<file path="src/hw/rtl/dcd_pkg.sv">
`default_nettype none

package dcd_pkg;

    // configuration port geometry
    localparam int PADDR_W = 3;
    localparam int PDATA_W = 32;

    // register index taken from the word address
    localparam logic REG_SYNC_FULL_CODE = 1'b0;

    localparam int OPCODE_W = 6;
    localparam int COUNT_W  = 5;

    localparam logic [OPCODE_W-1:0] SYNC_FULL_RESET = 6'd41;
    localparam logic [OPCODE_W-1:0] FORWARD_MIN     = 6'd8;

    typedef struct packed {
        logic [31:0] word_high;
        logic [31:0] word_low;
    } dcd_in_t;

    typedef struct packed {
        logic [31:0]         out_high;
        logic [31:0]         out_low;
        logic [OPCODE_W-1:0] opcode;
        logic                forward;
        logic                first_word;
        logic                last_word;
        logic                sync_full;
    } dcd_out_t;

    // command length in words for each opcode
    function automatic logic [COUNT_W-1:0] cmd_length(input logic [OPCODE_W-1:0] code);
        logic [COUNT_W-1:0] len;
        case (code)
            6'd8:    len = 5'd4;
            6'd9:    len = 5'd6;
            6'd10:   len = 5'd12;
            6'd11:   len = 5'd14;
            6'd12:   len = 5'd12;
            6'd13:   len = 5'd14;
            6'd14:   len = 5'd20;
            6'd15:   len = 5'd22;
            6'd36:   len = 5'd2;
            6'd37:   len = 5'd2;
            default: len = 5'd1;
        endcase
        return len;
    endfunction

endpackage

`default_nettype wire

</file>
<file path="src/hw/rtl/dcd_apb_regs.sv">
`default_nettype none

module dcd_apb_regs (
    input  wire logic                        aclk,
    input  wire logic                        aresetn,
    input  wire logic                        psel,
    input  wire logic                        penable,
    input  wire logic                        pwrite,
    input  wire logic [dcd_pkg::PADDR_W-1:0] paddr,
    input  wire logic [dcd_pkg::PDATA_W-1:0] pwdata,
    output logic      [dcd_pkg::PDATA_W-1:0] prdata,
    output logic                             pready,
    output logic      [dcd_pkg::OPCODE_W-1:0] sync_full_code
);
    import dcd_pkg::*;

    logic [OPCODE_W-1:0] sync_code_reg;
    logic                wr_en;
    logic                reg_index;

    assign pready    = 1'b1;
    assign reg_index = paddr[PADDR_W-1];
    assign wr_en     = psel && penable && pwrite && pready;

    // register write, low opcode bits kept
    always_ff @(posedge aclk) begin
        if (!aresetn) begin
            sync_code_reg <= SYNC_FULL_RESET;
        end else if (wr_en && reg_index == REG_SYNC_FULL_CODE) begin
            sync_code_reg <= pwdata[OPCODE_W-1:0];
        end
    end

    // read back
    always_comb begin
        prdata = '0;
        if (reg_index == REG_SYNC_FULL_CODE) begin
            prdata[OPCODE_W-1:0] = sync_code_reg;
        end
    end

    assign sync_full_code = sync_code_reg;

endmodule

`default_nettype wire

</file>
<file path="src/hw/rtl/dcd_core.sv">
`default_nettype none

module dcd_core (
    input  wire logic                         aclk,
    input  wire logic                         aresetn,
    input  wire logic [dcd_pkg::OPCODE_W-1:0] sync_full_code,
    input  wire logic                         s_valid,
    output logic                              s_ready,
    input  wire dcd_pkg::dcd_in_t             s_data,
    output logic                              m_valid,
    input  wire logic                         m_ready,
    output dcd_pkg::dcd_out_t                 m_data
);
    import dcd_pkg::*;

    dcd_in_t             in_data_reg;
    logic                in_valid_reg;
    dcd_out_t            out_data_reg;
    dcd_out_t            out_next;
    logic                out_valid_reg;
    logic [COUNT_W-1:0]  words_left_reg;
    logic [COUNT_W-1:0]  words_left_next;
    logic [OPCODE_W-1:0] held_opcode_reg;
    logic [OPCODE_W-1:0] held_opcode_next;
    logic                out_free;
    logic                move;
    logic                first;
    logic                last;

    // handshake between the two stages
    assign out_free = !out_valid_reg || m_ready;
    assign move     = in_valid_reg && out_free;
    assign s_ready  = !in_valid_reg || move;

    // input word register
    always_ff @(posedge aclk) begin
        if (!aresetn) begin
            in_valid_reg <= 1'b0;
        end else if (s_ready) begin
            in_valid_reg <= s_valid;
        end
    end

    always_ff @(posedge aclk) begin
        if (s_ready && s_valid) begin
            in_data_reg <= s_data;
        end
    end

    // command framing: new opcode and length at command start
    always_comb begin
        first = (words_left_reg == '0);
        if (first) begin
            held_opcode_next = in_data_reg.word_high[29:24];
            words_left_next  = cmd_length(in_data_reg.word_high[29:24]) - 5'd1;
        end else begin
            held_opcode_next = held_opcode_reg;
            words_left_next  = words_left_reg - 5'd1;
        end
        last = (words_left_next == '0);

        out_next.out_high   = in_data_reg.word_high;
        out_next.out_low    = in_data_reg.word_low;
        out_next.opcode     = held_opcode_next;
        out_next.forward    = (held_opcode_next >= FORWARD_MIN);
        out_next.first_word = first;
        out_next.last_word  = last;
        out_next.sync_full  = last && (held_opcode_next == sync_full_code);
    end

    // framing state advances once per passed word
    always_ff @(posedge aclk) begin
        if (!aresetn) begin
            words_left_reg  <= '0;
            held_opcode_reg <= '0;
        end else if (move) begin
            words_left_reg  <= words_left_next;
            held_opcode_reg <= held_opcode_next;
        end
    end

    // result register
    always_ff @(posedge aclk) begin
        if (!aresetn) begin
            out_valid_reg <= 1'b0;
        end else if (out_free) begin
            out_valid_reg <= in_valid_reg;
        end
    end

    always_ff @(posedge aclk) begin
        if (move) begin
            out_data_reg <= out_next;
        end
    end

    assign m_valid = out_valid_reg;
    assign m_data  = out_data_reg;

endmodule

`default_nettype wire

</file>
<file path="src/hw/rtl/display_command_deframer_unit.sv">
`default_nettype none

// Display command deframer. Each 64-bit command word accepted on s_ is
// passed out on m_ unchanged, tagged with its command's opcode (bits 61:56
// of the first word), first and last word marks, a forward flag (opcode 8
// or more) and a sync-full pulse on the last word of a command whose opcode
// equals the sync_full_code register (byte address 0, reset 41). One word
// is taken every cycle while m_ready is high; a word passes through an input
// register and then a result register before its result appears on m_.
// Command lengths come from a fixed opcode table and a 5-bit count of the
// words still missing. Write sync_full_code only while idle.
module display_command_deframer_unit (
    input  wire logic                         aclk,
    input  wire logic                         aresetn,
    input  wire logic                         psel,
    input  wire logic                         penable,
    input  wire logic                         pwrite,
    input  wire logic [dcd_pkg::PADDR_W-1:0]  paddr,
    input  wire logic [dcd_pkg::PDATA_W-1:0]  pwdata,
    output logic      [dcd_pkg::PDATA_W-1:0]  prdata,
    output logic                              pready,
    input  wire logic                         s_valid,
    output logic                              s_ready,
    input  wire dcd_pkg::dcd_in_t             s_data,
    output logic                              m_valid,
    input  wire logic                         m_ready,
    output dcd_pkg::dcd_out_t                 m_data
);
    import dcd_pkg::*;

    logic [OPCODE_W-1:0] sync_full_code;

    // configuration registers
    dcd_apb_regs u_regs (
        .aclk           (aclk),
        .aresetn        (aresetn),
        .psel           (psel),
        .penable        (penable),
        .pwrite         (pwrite),
        .paddr          (paddr),
        .pwdata         (pwdata),
        .prdata         (prdata),
        .pready         (pready),
        .sync_full_code (sync_full_code)
    );

    // word tagging pipeline
    dcd_core u_core (
        .aclk           (aclk),
        .aresetn        (aresetn),
        .sync_full_code (sync_full_code),
        .s_valid        (s_valid),
        .s_ready        (s_ready),
        .s_data         (s_data),
        .m_valid        (m_valid),
        .m_ready        (m_ready),
        .m_data         (m_data)
    );

endmodule

`default_nettype wire
</file>
<file path="config.mk">
export PLATFORM = sky130hd
export DESIGN_NAME = display_command_deframer_unit
export DESIGN_NICKNAME = d
export VERILOG_FILES = /design/src/hw/rtl/dcd_pkg.sv /design/src/hw/rtl/dcd_apb_regs.sv /design/src/hw/rtl/dcd_core.sv /design/src/hw/rtl/display_command_deframer_unit.sv
export SDC_FILE = /design/constraint.sdc
export NUM_CORES = 1
export LEC_CHECK = 0
export ABC_AREA = 1
export ABC_CLOCK_PERIOD_IN_PS = 6850
export BUFFER_PORTS_ARGS = -buffer_cell sky130_fd_sc_hd__buf_4
export CAP_MARGIN = 20
export CORE_ASPECT_RATIO = 0.6
export CORE_MARGIN = 2
export CORE_UTILIZATION = 53
export DETAILED_ROUTE_END_ITERATION = 6
export GPL_TIMING_DRIVEN = 0
export PLACE_DENSITY = 0.85
export REMOVE_ABC_BUFFERS = 1
export SLEW_MARGIN = 20
export SYNTH_ARGS = -nofsm -noshare
export SYNTH_HDL_FRONTEND = slang
export SYNTH_HIERARCHICAL = 1
export SYNTH_SLANG_ARGS = --single-unit
</file>
<file path="constraint.sdc">
create_clock -name aclk -period 6.85 [get_ports aclk]
set_clock_uncertainty 0.15 [all_clocks]
set_input_delay 1.0275 -clock aclk [delete_from_list [all_inputs] [get_ports aclk]]
set_output_delay 1.0275 -clock aclk [all_outputs]
set_load 0.02 [all_outputs]
</file>
Yosys cells after proc, flatten, opt, wreduce, memory -nomap -nowiden

Cells that the tools add are included.

Flip-flop bits (word level): 157
Input port bits: 106
Output and inout bits: 109
Word-level logic and storage cells: 49

$add $sub $neg: 2
Order comparisons: 1
Equality and inequality tests: 11
Multiplexer cells: 5
Bitwise logic cells: 1
Reduce and logical (&&, ||, !) cells: 15

Operator list:

| kind                                                               | number |
|---|---|
| == test 6 x 4 -> 1 bit (second input constant)                     | 8 |
| case mux 5 bit (7 select lines)                                    | 1 |
| == test 6 bit (second input constant)                              | 2 |
| two-way mux 6 bit                                                  | 2 |
| zero test 5 bit                                                    | 2 |
| two-way mux 5 bit                                                  | 2 |
| subtractor 5 x 1 -> 5 bit (second input constant)                  | 2 |
| == test 6 bit                                                      | 1 |
| greater-or-equal comparator 6 x 4 -> 1 bit (second input constant) | 1 |
| logical AND 1 bit                                                  | 6 |
| OR reduction 2 bit                                                 | 3 |
| zero test 1 bit                                                    | 2 |
| logical OR 1 bit                                                   | 2 |
| inverter 1 bit                                                     | 1 |

Logic depth before layout (Yosys ltp)

Word-level depth: 8
Gate-level depth with buffers: 16
Gate-level depth less buffers: 16

Cells and area by module

Netlist, hierarchy kept.

Modules (own cells, without submodules):

| module       | times used | cells each | area an instance (sq um) | seq. area each (sq um) |
|---|---|---|---|---|
| dcd_core     | 1          | 302        | 5185.0                   | 4404.2 |
| dcd_apb_regs | 1          | 80         | 570.5                    | 120.1 |

Worst setup path after synthesis

No wires, ideal clock.

Path type: input to register
Start: input m_ready
End: register u_core/in_data_reg[0] in the netlist's numbering, enable pin
Setup time: 0.418 ns
Arrival: 2.636 ns
Data required time: 6.282 ns
Slack: 3.646 ns
Cell stages on the path: 4
Path buffers: 0
Path through: inv_1 nand3_1 nand2_1 inv_1

Word-level cells in the longest chain between the ends: 4

RTL lines:

| item                 | line                                | source |
|---|---|---|
| from (decl)          | display_command_deframer_unit.sv:26 | `input wire logic m_ready,` |
| logical OR 1 bit     | dcd_core.sv:31                      | `assign out_free = !out_valid_reg \|\| m_ready;` |
| logical AND 1 bit    | dcd_core.sv:32                      | `assign move = in_valid_reg && out_free;` |
| logical OR 1 bit     | dcd_core.sv:33                      | `assign s_ready = !in_valid_reg \|\| move;` |
| net s_ready          | display_command_deframer_unit.sv:23 | `output logic s_ready,` |
| logical AND 1 bit    | dcd_core.sv:45                      | `if (s_ready && s_valid) begin` |
| to (signal assigned) | dcd_core.sv:46                      | `in_data_reg <= s_data;` |
| to (decl)            | dcd_core.sv:16                      | `dcd_in_t in_data_reg;` |

The timed path passes the listed nets, and every way through them passes these cells.
A chain may end at the register's enable or synchronous reset.

Final worst setup path

Start: input m_ready
End: output s_ready

Word-level cells in the longest chain between the ends: 3

RTL lines:

| item              | line |
|---|---|
| logical OR 1 bit  | dcd_core.sv:31 |
| logical AND 1 bit | dcd_core.sv:32 |
| logical OR 1 bit  | dcd_core.sv:33 |
| to (decl)         | display_command_deframer_unit.sv:23 |

Every way passes these cells.

==> flow_summary.ini <==
[outcome]
status = completed

[timing]
period_share = 0.391
rsz0062_at_grt = no
max_slew_margin = 0.637
tns_ns = 0
setup_ws_ns = 4.17
setup_viol = 0
hold_viol_final = 0
report.final.slew_viol_count = 0
max_freq_mhz = 373
worstMarginPinSlew_ns = 0.545
hold_ws_ns = 0.264
period_needed_ns = 2.68

[cells_and_area]
num-fill-cells = 701
insertedDiodeCount = 0
area_growth_pct = 31.9
final_common_cell = buf_4
largest_reg_flops = 74
drive_above_1_share = 0.416
utilization = 0.719
fin_area_um2 = 7590
nNetsFinal = 665
layout_common_cells = buf_4, edfxtp_1, nand2_1, nor2_1, inv_1

[setup_path]
critical_path_depth = 4
arrival_ns = 1.50
path_cells = buf_4 > inv_1 > nand3_1 > buf_4
required_ns = 5.67
cp-end-kind = output pin
reg2regPathDepth = 14
slowest_stage = buf_4
start_kind = input pin
cp_top_family = buffers and inverters
critPathMostFrequentCell = buf_4
crit_type = in2out
r2r_slack_ns = 4.42
cp_num_buf_inv = 3
worst_path_largest_cell_delay_ns = 0.18
path_max_fanout = 3

[logic_synthesis]
synth_warnings = 6
synth_top_area_frac = 0.720
yosys.cell_types.count = 31
syn_inst = 382
ys_seq_area_frac = 0.786
synth_area_leaders = edfxtp_1, dfxtp_1, buf_4
synth_area_um2 = 5760
synth-seq-cells = 157
yosys.area.top_type = edfxtp_1
avgSynthCellArea_um2 = 15.1

[power]
power_frac_comb = 0.107
p_switching_w = 0.000554
seqPwrFrac = 0.505
ir_drop_uv = 206
p_int_w = 0.00167
powerDensity_nw_per_um2 = 293
p_clk_frac = 0.388
switching_share = 0.249
leakage_nw = 3.23

[drt]
wire_per_inst_um = 15.9
drc = 0
avgViaCountPerCell = 4.78
drtIter0Drc = 192
drtAntennaViolNets = 0
first_pass_iters = 5
via_count = 3392
finalWirelength_mm = 11.2

[clocking]
ctsResizeCount = 0
path_clk_slew_ns = 0.06
clk_path_buf_depth = 2
h-tree-depth = 4
clock_sinks = 157
post_cts_buffers = 0
cts_root_buf = clkbuf_16
clkLatencyLatePin_ns = 0.41
cts_hold_buf = 0
numCtsBuffers = 17
cts_tree = done

[global_route]
overflow = 0
track_usage = 0.197
grt_pass1_wl_mm = 17.6
grt_max_degree = 48
grt_antenna_before_repair = 0
grt_pass1_vias = 3372

[floorplanning]
die_h_um = 84.7
initial_core_util = 0.545
coreArea_um2 = 10600
rows = 29
die_w_um = 139
pin_count = 215
die_area_um2 = 11700

[placement]
post-place-ws_ns = 3.96
gp_congestion = 0.844
dp_hpwl_mm = 8.02
dpl-instance-area_um2 = 7030
io_buffers = 159

[hold_path]
holdCritPathClass = reg2reg
hold_depth = 0

[run]
max_cap_violations = 0
-- power groups by stage --
stage | clock [W] | combinational, W | sequential, W
floorplan | 0 | 0.000108 | 0.00117
global placement | 0 | 0.000226 | 0.00114
detailed placement | 0 | 0.000237 | 0.00114
CTS | 0.000884 | 0.000238 | 0.00112
global route | 0.000925 | 0.000259 | 0.00113
finish | 0.000863 | 0.000238 | 0.00112
-- metrics by stage --
step,cells,power (W)
final,709,0.00222
after global routing,709,0.00231
after CTS,709,0.00224
after detailed placement,677,0.00138
after global placement,675,0.00137
after floorplan,377,0.00128
-- cells in the mapped netlist, drive strengths merged --
| library cell | count |
|---|---|
| a21oi | 6 |
| buf | 30 |
| clkinv | 1 |
| conb | 2 |
| dfxtp | 19 |
| edfxtp | 138 |
| ha | 2 |
| inv | 40 |
| nand2 | 50 |
| nand3 | 19 |
| nand4 | 3 |
| nor2 | 49 |
| nor3 | 1 |
| o211ai | 1 |
| o21ai | 14 |
| or3 | 1 |
| xnor2 | 2 |
| xor2 | 4 |
-- cell families after synthesis --
group / synth area share
compound gates: 0.0220
xor+xnor: 0.00913
fa+ha+maj: 0.00435
buf+inv: 0.0672
flops: 0.786
other cells: 0.00130
simple gates: 0.110
-- worst register-to-register path, cell delays in order, from the launching register on --
cell	delay [ns]
edfxtp_1	0.44
inv_1	0.20
nor2_1	0.08
nand3_2	0.09
nor2_1	0.05
nor2_1	0.12
nand2_1	0.09
a21oi_2	0.26
ha_1	0.27
inv_1	0.06
nand2_1	0.10
nand3_2	0.10
nor2_4	0.11
nand2_2	0.08
nor2_2	0.09
-- path summary, 6_finish.rpt --
kind | startpoint | to
hold reg to reg | u_core/in_data_reg[45] | u_core/m_data[55]
setup / recovery | m_ready | s_ready
hold / removal | u_core/in_data_reg[45] | u_core/m_data[55]
setup reg to reg | u_core/in_data_reg[59] | u_core/m_data[0]
-- layer usage --
metal / global-route usage / vias up / part of all wire
met5: 0 / - / 0
met4: 0.0612 / 0 / 0.0076
met3: 0.0633 / 8 / 0.069
met2: 0.307 / 147 / 0.48
met1: 0.271 / 1628 / 0.44
li1: - / 1609 / -
-- layout make-up --
type                            count  area, um2  share of cell area
Clock buffer                       18        429              0.0565
Clock inverter                     14        129              0.0170
Inverter                           41        161              0.0213
Multi-Input combinational cell    179        938               0.124
Sequential cell                   157       4520               0.596
Tap cell                          139        174              0.0229
Timing Repair Buffer              161       1230               0.163
No activity file was read; power rests on OpenSTA's default activity.
